===== src/design/hvf_pkg.sv =====
// Shared constants, types and the reciprocal table for the heightmap void fill block.
// No dependencies; every other design file imports this package.
package hvf_pkg;

  // Grid and store sizing
  localparam int MAX_WIDTH   = 2048;
  localparam int STORE_DEPTH = 2 * MAX_WIDTH + 2;
  localparam int SLOT_W      = $clog2(STORE_DEPTH);
  localparam int CNT_W       = $clog2(MAX_WIDTH + 1);
  localparam int MIN_WIDTH   = 3;

  // Data widths
  localparam int HGT_W      = 16;
  localparam int SUM_W      = HGT_W + 3;
  localparam int CNT8_W     = 4;
  localparam int RCP_SHIFT  = SUM_W + 3;
  localparam int RCP_W      = RCP_SHIFT + 1;
  localparam int NBR_N      = 8;

  // Configuration port
  localparam int CFG_IDX_W  = 1;
  localparam int CFG_DATA_W = 16;
  localparam int FW_W       = 12;

  typedef logic signed [HGT_W-1:0] hgt_t;
  typedef logic [SLOT_W-1:0]       slot_t;
  typedef logic [CNT_W-1:0]        cnt_t;

  localparam hgt_t LIMIT_RESET = -16'sd32000;

  typedef enum logic [CFG_IDX_W-1:0] {
    CFG_FRAME_WIDTH = 1'b0,
    CFG_VOID_LIMIT  = 1'b1
  } cfg_reg_t;

  // 3x3 window: center sample plus eight neighbors, index 0 top-left .. 7 bottom-right
  typedef struct packed {
    hgt_t             center;
    hgt_t [NBR_N-1:0] nbr;
  } win_t;

  // Control from the sequencer to the mean unit
  typedef struct packed {
    logic             load;
    logic [NBR_N-1:0] nbr_ok;
    hgt_t             limit;
  } mean_ctl_t;

  // ceil(2^RCP_SHIFT / n) for n = 1..8, exact for dividends below 2^SUM_W
  localparam logic [RCP_W-1:0] RECIP_TBL [NBR_N] = '{
    RCP_W'((2**RCP_SHIFT + 0) / 1),
    RCP_W'((2**RCP_SHIFT + 1) / 2),
    RCP_W'((2**RCP_SHIFT + 2) / 3),
    RCP_W'((2**RCP_SHIFT + 3) / 4),
    RCP_W'((2**RCP_SHIFT + 4) / 5),
    RCP_W'((2**RCP_SHIFT + 5) / 6),
    RCP_W'((2**RCP_SHIFT + 6) / 7),
    RCP_W'((2**RCP_SHIFT + 7) / 8)
  };

endpackage


===== src/design/hvf_mean.sv =====
// Neighbor mean unit: registered sum and count of valid neighbors, then a
// reciprocal multiply that divides with truncation toward zero. Depends on hvf_pkg.
module hvf_mean
  import hvf_pkg::*;
(
  input  logic      clk,
  input  mean_ctl_t ctl,
  input  win_t      win,
  output hgt_t      result
);

  logic signed [SUM_W-1:0]  sum_nxt;
  logic signed [SUM_W-1:0]  sum_r;
  logic [CNT8_W-1:0]        cnt_nxt;
  logic [CNT8_W-1:0]        cnt_r;
  logic                     void_r;
  hgt_t                     center_r;
  logic [SUM_W-1:0]         mag;
  logic [RCP_W-1:0]         rcp;
  logic [$clog2(NBR_N)-1:0] rcp_idx;
  logic [RCP_W+SUM_W-1:0]   prod;
  logic [HGT_W:0]           quo;
  hgt_t                     mean_v;

  // Add up neighbors that lie inside the grid and sit above the limit
  always_comb begin
    sum_nxt = '0;
    cnt_nxt = '0;
    for (int k = 0; k < NBR_N; k++) begin
      if (ctl.nbr_ok[k] && ($signed(win.nbr[k]) > $signed(ctl.limit))) begin
        sum_nxt = sum_nxt + SUM_W'($signed(win.nbr[k]));
        cnt_nxt = cnt_nxt + CNT8_W'(1);
      end
    end
  end

  // Hold sum, count and center for the divide cycle
  always_ff @(posedge clk) begin
    if (ctl.load) begin
      sum_r    <= sum_nxt;
      cnt_r    <= cnt_nxt;
      center_r <= win.center;
      void_r   <= $signed(win.center) < $signed(ctl.limit);
    end
  end

  // Divide magnitude by count through the reciprocal table; zero count gives zero
  always_comb begin
    mag     = sum_r[SUM_W-1] ? SUM_W'(-sum_r) : SUM_W'(sum_r);
    rcp_idx = $clog2(NBR_N)'(cnt_r - CNT8_W'(1));
    rcp     = (cnt_r == '0) ? '0 : RECIP_TBL[rcp_idx];
    prod    = mag * rcp;
    quo     = prod[RCP_SHIFT +: HGT_W+1];
    mean_v  = sum_r[SUM_W-1] ? hgt_t'(-quo) : hgt_t'(quo);
    result  = void_r ? mean_v : center_r;
  end

endmodule


===== config.mk =====
export PLATFORM = sky130hd
export DESIGN_NAME = hvf_mean
export DESIGN_NICKNAME = d
export VERILOG_FILES = /design/src/design/hvf_pkg.sv /design/src/design/hvf_mean.sv
export SDC_FILE = /design/constraint.sdc
export NUM_CORES = 1
export LEC_CHECK = 0
export ABC_AREA = 1
export BUFFER_PORTS_ARGS = -buffer_cell sky130_fd_sc_hd__buf_4
export CAP_MARGIN = 20
export CELL_PAD_IN_SITES_DETAIL_PLACEMENT = 0
export CELL_PAD_IN_SITES_GLOBAL_PLACEMENT = 1
export CORE_MARGIN = 4
export CORE_UTILIZATION = 47
export CTS_CLUSTER_SIZE = 12
export DETAILED_ROUTE_END_ITERATION = 10
export GPL_ROUTABILITY_DRIVEN = 0
export PLACE_DENSITY = 0.93
export SYNTH_ARGS = -nofsm -noshare
export SYNTH_HDL_FRONTEND = slang
export SYNTH_SLANG_ARGS = --single-unit

===== constraint.sdc =====
create_clock -name clk -period 13.4 [get_ports clk]
set_input_delay 0.67 -clock clk [delete_from_list [all_inputs] [get_ports clk]]
set_output_delay 0.67 -clock clk [all_outputs]
set_load 0.02 [all_outputs]

==> results by group, run 1 <==
Detailed routing
  • Post-DRT Antenna Nets: 0
  • Vias/cell: 5.41
  • Starting DRC count in detailed routing: 2289
  • Number of remaining DRC errors: 0
  • Drt wl/cell: 18.9 µm
  • WL final: 91500 µm
  • Pre-antenna DRT Iters: 5
  • Vias: 26200

Timing
  • Slew Limit Fails: 0
  • Relative slew slack: 22.2%
  • Fin crit share: 91.6%
  • Final hold violation count: 0
  • Max Fclk: 0.0814 GHz
  • Crit path time final: 12280 ps
  • Worst-margin pin slew: 1170 ps
  • Final Setup Violations: 0

Clock network
  • Max Root-Sink Buffers: 2
  • CTS tree: done
  • Reg clk slew, reported paths: 60 ps
  • CTS Sinks: 40
  • Total CTS buffers: 5
  • CTS H-tree lvls: 2
  • Root Buffer: clkbuf_16

Synthesis
  • Count leader, synth: nand2_1
  • Synthesized instance count: 3916
  • Syn Std Cell Area: 26800 µm²
  • Syn_area_per_cell: 6.84 µm²
  • Main synth FF type: edfxtp_1
  • Post-synthesis sequential area ratio: 4.48%
  • Post-synth cell types: 53
  • Dominant cell type by area after synthesis: fa_1
  • Area share of the largest cell type after synthesis: 25.3%
  • Syn_nets: 4810
  • Top cells by count, synth: 916 x nand2_1, 735 x inv_1, 400 x nor2_1, 385 x ha_1, 339 x fa_1
  • Top area cells in the synthesized netlist: fa_1 25%, ha_1 18%, nand2_1 13%
  • Synth warn: 0
  • Post-synth EDFFs: 40
  • Ys async rst share: 0%
  • Register bit total from synthesis: 40

Global routing
  • Largest net degree at the start of global routing: 41
  • Vias in the first global route: 26000
  • Initial antenna violation count: 0
  • GRT Overall Usage: 29.9%
  • First-pass GRT wire length: 142000 µm
  • Total grt overflow: 0

Setup path
  • Critical path fanouts, max: 9
  • Crit end category: flip-flop
  • Setup CP Type: in -> reg
  • CP dominant cell by count: nand2_1
  • Crit path largest cell delay: 420 ps
  • Worst EP arrival: 12330 ps
  • CP max-delay cell: fa_1
  • Startpoint Class: primary input
  • Worst EP required: 13450 ps

Min path
  • Hold Crit Class: in -> reg

Die
  • IO Pins: 186
  • Core area: 56400 µm²
  • Initial core utilization: 47.5%
  • Die X-Extent: 247 µm
  • Chip height: 247 µm
  • Site Rows: 87
  • Die area: 60900 µm²

Final layout
  • Antenna cells: 0
  • Nets@finish: 4981
  • Layout cells sized above 1: 7.09%
  • P&R area growth vs syn: 9.52%
  • Design area: 29400 µm²

Run
  • Max cap viols: 0

Placement
  • Area after DPL: 29200 µm²
  • Port bufs: 185
  • DP HPWL: 79800 µm

Run status
  • Status: finished clean
## cell type report
| type | count | area, µm² |
|---|---|---|
| tap | 756 | 946 |
| clock buffer | 5 | 125 |
| multi-input combinational | 3073 | 22600 |
| inverter | 751 | 2820 |
| fill | 5726 | 27000 |
| timing repair buffer | 216 | 1620 |
| sequential | 40 | 1200 |
| clock inverter | 3 | 42.5 |
## metal layers
| metal | up-vias | track usage, % | wire length [µm] | part of all wire [%] |
|---|---|---|---|---|
| met4 | 0 | 13.8 | 5190 | 5.7 |
| met3 | 224 | 4.36 | 7270 | 7.9 |
| met5 | - | 0 | 0 | 0 |
| met1 | 12100 | 37.8 | 36600 | 40 |
| met2 | 1064 | 50.5 | 42400 | 46 |
| li1 | 12800 | - | - | - |
## worst paths after layout
path	startpoint	to	slack (ps)	cells after the start
setup / recovery	ctl[3]	sum_r[18]	1120	85
hold / removal	win[135]	center_r[7]	570	1
## stage by stage
| stage | utilization [%] | setup TNS [ps] | hold WS [ps] | std cells | worst slack, ps |
|---|---|---|---|---|---|
| final | 52.1 | 0 | 572 | 4844 | 1120 |
| after global routing | 52.1 | -0.142 | 566 | 4844 | -0.142 |
| after CTS | 52.0 | 0 | 563 | 4843 | 889 |
| after detailed placement | 51.7 | 0 | 867 | 4835 | 624 |
| after global placement | 51.7 | 0 | 861 | 4835 | 872 |
| after floorplan | - | 0 | 769 | 3916 | 1910 |
## cell usage in the layout (no fill, tap or decap), types with 5 or more instances in the layout
cell	count
and2_1	18
a21o_1	22
or2_2	27
o31ai_1	6
inv_2	5
o21ai_0	142
a31oi_1	15
nand2_2	15
o21bai_1	17
nand2_1	915
fa_1	339
o21a_1	6
inv_1	735
o21ai_1	17
nor4_1	14
buf_4	216
edfxtp_1	40
nand3b_1	10
nand4_1	39
nor3_1	27
nand3_1	257
a21boi_0	11
a21oi_1	251
nor2_1	399
xnor2_1	39
clkinv_1	10
clkbuf_16	5
ha_1	385
xor2_1	58
and3_1	5
o211ai_1	8
## logic make-up after synthesis
kind of cell	after synthesis	share of synthesized area, %
AO/OA/AOI/OAI	515	10.6
XOR/XNOR	97	3.17
adder cells (fa/ha/maj)	724	43.3
buffers and inverters	803	11.3
flip-flops	40	4.48
AND/OR/NAND/NOR	1737	27.1
## state kept, by name (all words and copies together) (netlist names)
name,cells
void_r,1
sum_r,19
center_r,16
cnt_r,4
## critical path: cells and delay by family
family,cells,cell delay [ps]
fa+ha+maj,9,3010
buf+inv,10,630
xor+xnor,5,710
compound gates,18,2990
simple gates,43,4300
## timing repair
item	4_1_cts	5_1_grt
setup buffers	0	1
setup endpoints to repair	0	2
gates resized for setup	0	7
hold buffers	0	0
endpoints found under the hold margin	0	0
Power of run 1 is not shown: default switching activity piles up to over one toggle a cycle in this logic, so the estimate is an artifact.
==> inputs of run 2 (changes only) <==
==> constraint.sdc (replaced) <==
create_clock -name clk -period 13.4 [get_ports clk]
set_input_delay 0 -clock clk [delete_from_list [all_inputs] [get_ports clk]]
set_output_delay 0 -clock clk [all_outputs]
set_load 0.02 [all_outputs]
==> run 2 against run 1 <==
Compared with the run above:
- first-iteration DRC count is 6.5% higher
- critical path depth is 2 higher
- core utilization up 0.23 points
- non-clock buffer count grew 14
- global-route usage increased by 0.077 points
- via count is 0.93% higher
- die area did not move
- wire length grew 0.19%
- cell area up 0.43%
- sequential share of layout area barely moved
==> results by group, run 2 (same netlist as run 1, synthesis figures left out) <==
Detailed routing
  • Pre-antenna DRT Iters: 8
  • WL final: 91600 µm
  • Number of remaining DRC errors: 0
  • Vias/cell: 5.45
  • Vias: 26500
  • Starting DRC count in detailed routing: 2437
  • Post-DRT Antenna Nets: 0
  • Drt wl/cell: 18.9 µm

Final layout
  • Post-Layout Cell Count: 4858
  • Largest register FFs: 19
  • Antenna cells: 0
  • Commonest non-fill, non-tap cells in the layout: 916 x nand2_1, 735 x inv_1, 400 x nor2_1
  • Biggest regs: sum_r (19), center_r (16), cnt_r (4)
  • Design area: 29500 µm²
  • Layout cells sized above 1: 6.90%
  • P&R area growth vs syn: 9.99%
  • Most common cell after layout, fill and taps aside: nand2_1
  • Largest Register: sum_r
  • Nets@finish: 4995

Run status
  • Status: finished clean

Clock network
  • CTS tree: done
  • Post-cts sizing count: 0
  • CTS H-tree lvls: 2
  • Root Buffer: clkbuf_16
  • CTS Sinks: 40
  • Total CTS buffers: 5
  • Max Root-Sink Buffers: 2
  • Reg clk slew, reported paths: 60 ps

Timing
  • Relative slew slack: 35.0%
  • Slew Limit Fails: 0
  • Setup_tns: 0 ps
  • Setup ws final: 1280 ps
  • Max Fclk: 0.0825 GHz
  • Final hold violation count: 0
  • Fin crit share: 90.5%
  • Crit path time final: 12120 ps
  • RSZ-0062 raised after global routing: no
  • Worst-margin pin slew: 972 ps
  • Final Setup Violations: 0

Setup path
  • Worst EP required: 13450 ps
  • Critical path fanouts, max: 23
  • Crit path capture: sum_r[18]
  • CP max-delay cell: fa_1
  • Worst EP arrival: 12170 ps
  • Setup CP Type: in -> reg
  • Startpoint Class: primary input
  • Crit path from: ctl[5]
  • CP dominant cell by count: nand2_1
  • Crit end category: flip-flop
  • Crit path largest cell delay: 430 ps

Placement
  • DP HPWL: 79700 µm
  • Pre-CTS setup slack: 1230 ps
  • Port bufs: 185
  • Area after DPL: 29100 µm²
  • Placed Instances: 4834

Die
  • Site Rows: 87
  • Die area: 60900 µm²
  • Chip height: 247 µm
  • Core area: 56400 µm²
  • Die X-Extent: 247 µm
  • IO Pins: 186
  • Initial core utilization: 47.5%

Global routing
  • Total grt overflow: 0
  • Initial antenna violation count: 2
  • GRT Overall Usage: 30.0%
  • Largest net degree at the start of global routing: 41
  • First-pass GRT wire length: 143000 µm
  • Vias in the first global route: 26100

Min path
  • Hold Crit Class: in -> reg

Run
  • Max cap viols: 0
run 2: cell count changes in the layout (fill, tap and decap cells not counted), sizes merged:
cell         previous run  this run
dlygate4sd3             0        16
buf                   216       214
clkinv                 11        12
clkinvlp                1         0
run 2: timing repair:
action	in CTS	in global routing
endpoints found under the hold margin	16	0
hold buffers	16	0
buffers inserted	0	0
run 2: per-layer routing:
metal | up-vias | routed length (µm) | GRT usage (%)
met3 | 256 | 7790 | 5.05
met4 | 2 | 5300 | 14.2
met1 | 12200 | 36700 | 38.2
met5 | - | 12 | 0
met2 | 1197 | 41800 | 49.6
li1 | 12800 | - | -
run 2: layout make-up:
cell class | instances | area [µm²]
Sequential cell | 40 | 1200
Clock buffer | 5 | 125
Inverter | 751 | 2820
Fill cell | 5777 | 26900
Tap cell | 756 | 946
Multi-Input combinational cell | 3073 | 22600
Timing Repair Buffer | 230 | 1770
Clock inverter | 3 | 47.5
run 2: worst max-delay path, delay by kind of cell:
kind,cells,cell delay [ps]
fa+ha+maj,9,2860
simple gates,40,4050
buf+inv,14,1190
xor+xnor,6,880
compound gates,18,3080
run 2: worst min-delay path by stage:
stage,depth (start not counted),from,slack (ps),endpoint
after global placement,1,win[128],200,center_r[0]
final,1,ctl[24],200,sum_r[13]
after CTS,4,win[113],210,sum_r[1]
after global routing,1,ctl[24],230,sum_r[14]
after floorplan,0,win[128],100,center_r[0]
after detailed placement,1,win[131],200,center_r[3]
run 2: metrics by stage:
| stage | utilization (%) | hold slack [ps] |
|---|---|---|
| after global routing | 52.3 | 230 |
| after floorplan | - | 98.9 |
| after CTS | 52.3 | 208 |
| after global placement | 51.7 | 195 |
| final | 52.3 | 202 |
| after detailed placement | 51.7 | 195 |
Power of run 2 is left out for the same reason.
